## config.mk

```make
export PLATFORM = sky130hd
export DESIGN_NAME = gqlc_ctrl
export DESIGN_NICKNAME = d
export VERILOG_FILES = /design/src/rtl/core/gqlc_pkg.sv /design/src/rtl/core/gqlc_ctrl.sv
export SDC_FILE = /design/constraint.sdc
export NUM_CORES = 1
export LEC_CHECK = 0
export ABC_AREA = 1
export BUFFER_PORTS_ARGS = -buffer_cell sky130_fd_sc_hd__buf_2
export CAP_MARGIN = 5
export CORE_AREA = 2 2 39 41
export CTS_BUF_LIST = sky130_fd_sc_hd__clkbuf_8
export CTS_CLUSTER_DIAMETER = 150
export CTS_CLUSTER_SIZE = 40
export DETAILED_ROUTE_END_ITERATION = 6
export DIE_AREA = 0 0 41 43
export GPL_ROUTABILITY_DRIVEN = 0
export GPL_TIMING_DRIVEN = 0
export PLACE_DENSITY = 0.53
export SETUP_SLACK_MARGIN = 0.5
export SLEW_MARGIN = 20
export SYNTH_ARGS = -nofsm -noshare
export SYNTH_HDL_FRONTEND = slang
export SYNTH_SLANG_ARGS = --single-unit
```

## constraint.sdc

```tcl
create_clock -name clk -period 1.3 [get_ports clk]
set_clock_uncertainty 0.15 [all_clocks]
set_input_delay 0.065 -clock clk [delete_from_list [all_inputs] [get_ports clk]]
set_output_delay 0.065 -clock clk [all_outputs]
set_load 0.05 [all_outputs]
```

## src/rtl/core/gqlc_pkg.sv

```systemverilog
// ----------------------------------------------------------------------------
// gqlc_pkg
// Types, codes and defaults shared by the lock coordinator modules.
// ----------------------------------------------------------------------------
package gqlc_pkg;

  localparam int unsigned MaxConnectionsDefault = 128;
  localparam int unsigned QueueDepthDefault     = 64;
  localparam int unsigned TallyEntriesDefault   = 128;
  localparam int unsigned CountWidthDefault     = 32;

  localparam int unsigned CmdW   = 3;
  localparam int unsigned SlotW  = 7;
  localparam int unsigned ProcW  = 22;
  localparam int unsigned DropW  = 7;
  localparam int unsigned CountW = 32;

  typedef enum logic [CmdW-1:0] {
    CMD_CONNECT    = 3'd0,
    CMD_DISCONNECT = 3'd1,
    CMD_REQUEST    = 3'd2,
    CMD_RELEASE    = 3'd3
  } cmd_e;

  typedef struct packed {
    logic [CmdW-1:0]  command;
    logic [SlotW-1:0] connection;
    logic [ProcW-1:0] process_id;
  } in_item_t;

  typedef struct packed {
    logic              granted;
    logic [SlotW-1:0]  grant_connection;
    logic [ProcW-1:0]  grant_process;
    logic [DropW-1:0]  dropped_entries;
    logic              queue_full;
    logic [CountW-1:0] serve_count;
  } out_item_t;

  typedef enum logic [3:0] {
    ST_IDLE,
    ST_EVENT,
    ST_SCAN,
    ST_SCAN_WAIT,
    ST_BUMP,
    ST_TALLY_WR,
    ST_DISPATCH,
    ST_POP_WAIT,
    ST_POP,
    ST_DONE
  } state_e;

  typedef struct packed {
    logic event_apply;
    logic scan_start;
    logic scan_step;
    logic bump_write;
    logic pop_apply;
    logic out_load;
  } ctl_t;

  typedef struct packed {
    logic is_release;
    logic scan_last;
    logic scan_hit;
    logic can_pop;
  } sts_t;

endpackage

```

## src/rtl/core/gqlc_ctrl.sv

```systemverilog
// ----------------------------------------------------------------------------
// gqlc_ctrl
// Sequencer: event, tally search, dispatch loop and result handoff.
// ----------------------------------------------------------------------------
module gqlc_ctrl import gqlc_pkg::*; (
  input  logic clk,
  input  logic rst,
  input  logic in_valid,
  output logic in_stall,
  output logic out_valid,
  input  logic out_stall,
  input  sts_t sts,
  output ctl_t ctl,
  output logic load
);

  state_e state, state_next;
  logic   out_pending, out_pending_next;

  always_ff @(posedge clk) begin
    if (rst) begin
      state       <= ST_IDLE;
      out_pending <= 1'b0;
    end else begin
      state       <= state_next;
      out_pending <= out_pending_next;
    end
  end

  assign out_valid = out_pending;

  always_comb begin
    state_next       = state;
    ctl              = '0;
    in_stall         = 1'b1;
    load             = 1'b0;
    out_pending_next = out_pending && out_stall;
    unique case (state)
      ST_IDLE: begin
        in_stall = 1'b0;
        if (in_valid) begin
          load       = 1'b1;
          state_next = ST_EVENT;
        end
      end
      ST_EVENT: begin
        ctl.event_apply = 1'b1;
        if (sts.is_release) begin
          ctl.scan_start = 1'b1;
          state_next     = ST_SCAN_WAIT;
        end else begin
          state_next = ST_DISPATCH;
        end
      end
      ST_SCAN_WAIT: state_next = ST_SCAN;
      ST_SCAN: begin
        ctl.scan_step = 1'b1;
        state_next = sts.scan_last ? ST_BUMP : ST_SCAN_WAIT;
      end
      ST_BUMP: begin
        state_next = ST_TALLY_WR;
      end
      ST_TALLY_WR: begin
        ctl.bump_write = 1'b1;
        state_next     = ST_DISPATCH;
      end
      ST_DISPATCH: begin
        state_next = sts.can_pop ? ST_POP_WAIT : ST_DONE;
      end
      ST_POP_WAIT: begin
        state_next = ST_POP;
      end
      ST_POP: begin
        ctl.pop_apply = 1'b1;
        state_next    = ST_DISPATCH;
      end
      ST_DONE: begin
        if (!out_pending) begin
          ctl.out_load     = 1'b1;
          out_pending_next = 1'b1;
          state_next       = ST_IDLE;
        end
      end
      default: state_next = ST_IDLE;
    endcase
  end

endmodule
```

### Yosys cells after proc, flatten, opt, wreduce, memory -nomap -nowiden

Cells that the tools add are included.
W data, S select, Z words.

* logic and storage cells: 35
* output and inout port bits: 9
* input port bits: 8
* flip-flop bits (word level): 5

* multiplexer cells: 18
* reduce and logical (&&, ||, !) cells: 4
* equality and inequality tests: 11

Operators with widths (count)
* $pmux W4 S9: 1
* $eq A4 B3 Y1 const B: 4
* $mux W4: 3
* $mux W1: 11
* $eq A4 B2 Y1 const B: 2
* $eq A4 B4 Y1 const B: 2
* $mux W3: 2
* $eq A4 B1 Y1 const B: 1
* $logic_not A4 Y1: 1
* $ne A2 B2 Y1 const B: 2
* $mux W2: 1
* $reduce_and A2 Y1: 1
* $reduce_or A2 Y1: 1
* $logic_and A1 B1 Y1: 1

### Depth between registers and ports, before layout

* depth after elaboration: 3
* mapped depth: 8
* mapped depth without buffers: 8

### Worst setup path after synthesis

No wires, ideal clock.

* kind: reg2out
* start: register state[1]
* end: output port load
* buffers on the path: 0
* cell stages (with the launch flop): 4
* required time: 1085 ps
* slack: -552 ps
* data arrival time: 1637 ps
* cells stage by stage: dfxtp_1 > nor2_1 > nand2_1 > nor2_1

* cells in the longest elaborated chain, start to end: 2

RTL lines
* start: declaration: line gqlc_ctrl.sv:17 `state_e state, state_next;`
* start signal: assignment: line gqlc_ctrl.sv:25 `state <= state_next;`
* $logic_not A4 Y1: line gqlc_ctrl.sv:38 `unique case (state)`
* $mux W1: line gqlc_ctrl.sv:38
* end: declaration: line gqlc_ctrl.sv:14 `output logic load`

No other way between the ends.

### Final worst setup path

* start: register state[3]
* end: output port load

Same word-level chain as after synthesis.

==> flow_metrics.tcl <==
set metrics [dict create \
    worstPathMaxFanout 3 \
    post_drt_via_cell_ratio 4.352 \
    timing.final.crit_share 1.057 \
    hold_violations 5 \
    smallest_setup_slack_after_layout_ns -0.07416 \
    io_pins 17 \
    antenna-diode-count 0 \
    timing.setup.critical_path_class "flop to output pin" \
    final_core_util 0.5371 \
    die_h_um 43 \
    worst_setup_hold_path_clk_slew_ns 0.03 \
    post_synth_net_total 69 \
    hold_class "input port to flop" \
    cellPowerDensity_nw_per_um2 2474 \
    drt_first_iter_violations 5 \
    yosysSeqAreaShare 0.2685 \
    power.ir.vdd_worst_mv 1.163 \
    netlist.top_cell.by_area "sky130_fd_sc_hd__dfxtp_1" \
    crit_arrival_ns 1.16 \
    area_used_by_sequential_logic_in_the_layout_sq_um 116.4 \
    start_util 0.2694 \
    areaGrowthSynthToFinish_pct 99.33 \
    yosysWarnings 0 \
    final_net_count 98 \
    placement_rows 14 \
    post-layout-total-power_mw 1.839 \
    cts_num_sinks 5 \
    post-route-min-period_ns 1.374 \
    cpLargestDelayFamily "flip-flops" \
    crit_slowest_cell "sky130_fd_sc_hd__dfxtp_4" \
    drv.max_cap_violation_count 0 \
    route.vias.total 457 \
    cts_root_buf "sky130_fd_sc_hd__clkbuf_8" \
    layout-drive-gt1-share 0.6404 \
    path_cells "nor2_4 > buf_4 > nand2_4 > nor2_4 > buf_6" \
    kind_of_launch_point_of_the_worst_setup_path "flop" \
    first_pass_iters 4 \
    clk-insertion-delay-late_ns 0.22 \
    grt_max_degree 7 \
    finalWirelength_mm 1.073 \
    drcViolationCount 0 \
    outcome "complete, but fails checks" \
    power.switching_fraction 0.4914 \
    floorplan.die.width_um 41 \
    floorplan.die_area_sq_um 1763 \
    failed_checks "hold timing, setup timing" \
    syn_area_sq_um 372.9 \
    ctsHtreeMaxLevel 1 \
    setup_repair_after_global_routing_missed_its_margin "yes" \
    instance_area_at_placement_sq_um 498.0 \
    synth_area_leaders "sky130_fd_sc_hd__dfxtp_1, sky130_fd_sc_hd__nand2_1, sky130_fd_sc_hd__inv_1, sky130_fd_sc_hd__nand3_1, sky130_fd_sc_hd__nor2_4" \
    tritoncts "built" \
    power_frac_clock 0.148 \
    total_net_switching_power_mw 0.9038 \
    p_leak_nw 0.3676 \
    yosys.area.top_type_share 0.2685 \
    syn_inst 61 \
    first_global_vias 423 \
    numPortBuffers 15 \
    power.internal_mw 0.9352 \
    clockBufferDepth 2 \
    critical_path.most_common_cell "sky130_fd_sc_hd__nor2_4" \
    power.share.combinational 0.690 \
    hpwl_um 740.1 \
    report.final.setup_viol 9 \
    reg2reg_slack_ns -0.01 \
    routedWlPerCell_um 10.22 \
    grt_antenna_before_repair 0 \
    groute.usage.overall 0.1404 \
    finalHoldWorstSlack_ns -0.07772 \
    synth_seq_cells 5 \
    cts-buffers-inserted 3 \
    sequentialPowerShare 0.162 \
    timing.slew.headroom 0.8495 \
    timing.critical_path.to_type "output pin" \
    placeableCoreArea_sq_um 1384 \
    critical-path-max-stage-delay_ns 0.35 \
    syn_avg_cell_area_sq_um 6.112 \
    achievable-frequency_mhz 727.7 \
    timing_worst_slew_pin_value_ns 0.2254 \
    synth.lib_cells_used.distinct 15 \
    gr-total-overflow 0 \
    fillers 133 \
    worstPathRequired_ns 1.09 \
    cp_num_buf_inv 2 \
    maxSlewViolCount 0 \
    multi_input_area_sq_um 281.5 \
    design_area_sq_um 743.2 \
    number_of_nets_still_failing_antenna_checks_after_routing 0 \
    final_cell_mix "sky130_fd_sc_hd__inv_1, sky130_fd_sc_hd__buf_4, sky130_fd_sc_hd__nand2_1" \
    first_pass_grt_wire_length_mm 1.656 \
]
[cell type report]
type / count / area share
multi-input cells: 40 / 0.3788
repair buffers: 24 / 0.2879
flip-flops and latches: 5 / 0.1566
inverters: 16 / 0.08923
clock buffers: 3 / 0.05556
well taps: 16 / 0.02694
clock inverters: 1 / 0.005051
[worst paths after layout]
| check | start | end | cells after the start |
|---|---|---|---|
| max | state[3]$_SDFFE_PP0P_ | load | 5 |
| min | rst | state[3]$_SDFFE_PP0P_ | 2 |
| min reg2reg | out_valid$_SDFF_PP0_ | out_valid$_SDFF_PP0_ | 2 |
| max reg2reg | state[3]$_SDFFE_PP0P_ | state[0]$_SDFFE_PP0P_ | 7 |
[timing repair]
item	4_1_cts	5_1_grt
pin swaps	9	6
gates resized for setup	27	14
endpoints found under the hold margin	5	5
endpoints found under the setup margin	14	14
cloned	0	0
buffers inserted	7	2
[registers in the layout, summed over array words and instances, names as in the netlist]
name       cells
state          4
out_valid      1
[power by group through the flow]
stage | Sequential [mW] | Clock, mW | Combinational [mW]
final | 0.298 | 0.272 | 1.27
after global routing | 0.307 | 0.288 | 1.37
after CTS | 0.284 | 0.283 | 1.12
after detailed placement | 0.279 | 0 | 0.873
after global placement | 0.278 | 0 | 0.866
after floorplan | 0.265 | 0 | 0.717
[worst reg2reg max path, cell delays in order (launching register included)]
cell and delay (ns):
sky130_fd_sc_hd__dfxtp_4 0.35, sky130_fd_sc_hd__nor2_4 0.14, sky130_fd_sc_hd__buf_4 0.13, sky130_fd_sc_hd__buf_4 0.09, sky130_fd_sc_hd__nand4_1 0.11, sky130_fd_sc_hd__nand3_1 0.10
sky130_fd_sc_hd__nand2_1 0.05, sky130_fd_sc_hd__a21oi_1 0.11
[through the flow]
step / TNS, ns / setup WS [ns] / cells
4_1_cts: -0.7400 / -0.1099 / 103
3_5_place_dp: -0.2830 / -0.09526 / 92
3_3_place_gp: -0.2685 / -0.09706 / 92
5_1_grt: -1.173 / -0.1405 / 105
6_report: -0.3738 / -0.07416 / 105
2_1_floorplan: -0.2902 / -0.1532 / 61
[synthesized netlist by cell type]
| library cell | n |
|---|---|
| sky130_fd_sc_hd__nand4_1 | 1 |
| sky130_fd_sc_hd__o21ai_0 | 1 |
| sky130_fd_sc_hd__nor3_1 | 1 |
| sky130_fd_sc_hd__nand2_1 | 12 |
| sky130_fd_sc_hd__nor2_2 | 2 |
| sky130_fd_sc_hd__dfxtp_1 | 5 |
| sky130_fd_sc_hd__a21oi_1 | 2 |
| sky130_fd_sc_hd__nor3_2 | 1 |
| sky130_fd_sc_hd__nand3_1 | 7 |
| sky130_fd_sc_hd__inv_2 | 6 |
| sky130_fd_sc_hd__nor2_4 | 3 |
| sky130_fd_sc_hd__nor2_1 | 7 |
| sky130_fd_sc_hd__inv_1 | 10 |
| sky130_fd_sc_hd__o211ai_1 | 2 |
| sky130_fd_sc_hd__a21oi_2 | 1 |
[per-layer routing]
layer	track usage	wire length [um]	vias to the layer above	part of all wire
li1	-	-	246	-
met1	0.1571	426	201	0.40
met2	0.2281	606	10	0.56
met3	0.03141	40	0	0.037
met4	0.08000	0	0	0
met5	0	0	-	0
[cell families (layout without fill, tap and decap cells)]
family / count (synthesis) / in the layout / share of synthesized area
and+or+nand+nor: 34 / 34 / 0.4664
DFF: 5 / 5 / 0.2685
AOI/OAI and AO/OA: 6 / 6 / 0.1040
buffers and inverters: 16 / 44 / 0.1611
No activity file was read; power rests on OpenSTA's default activity.
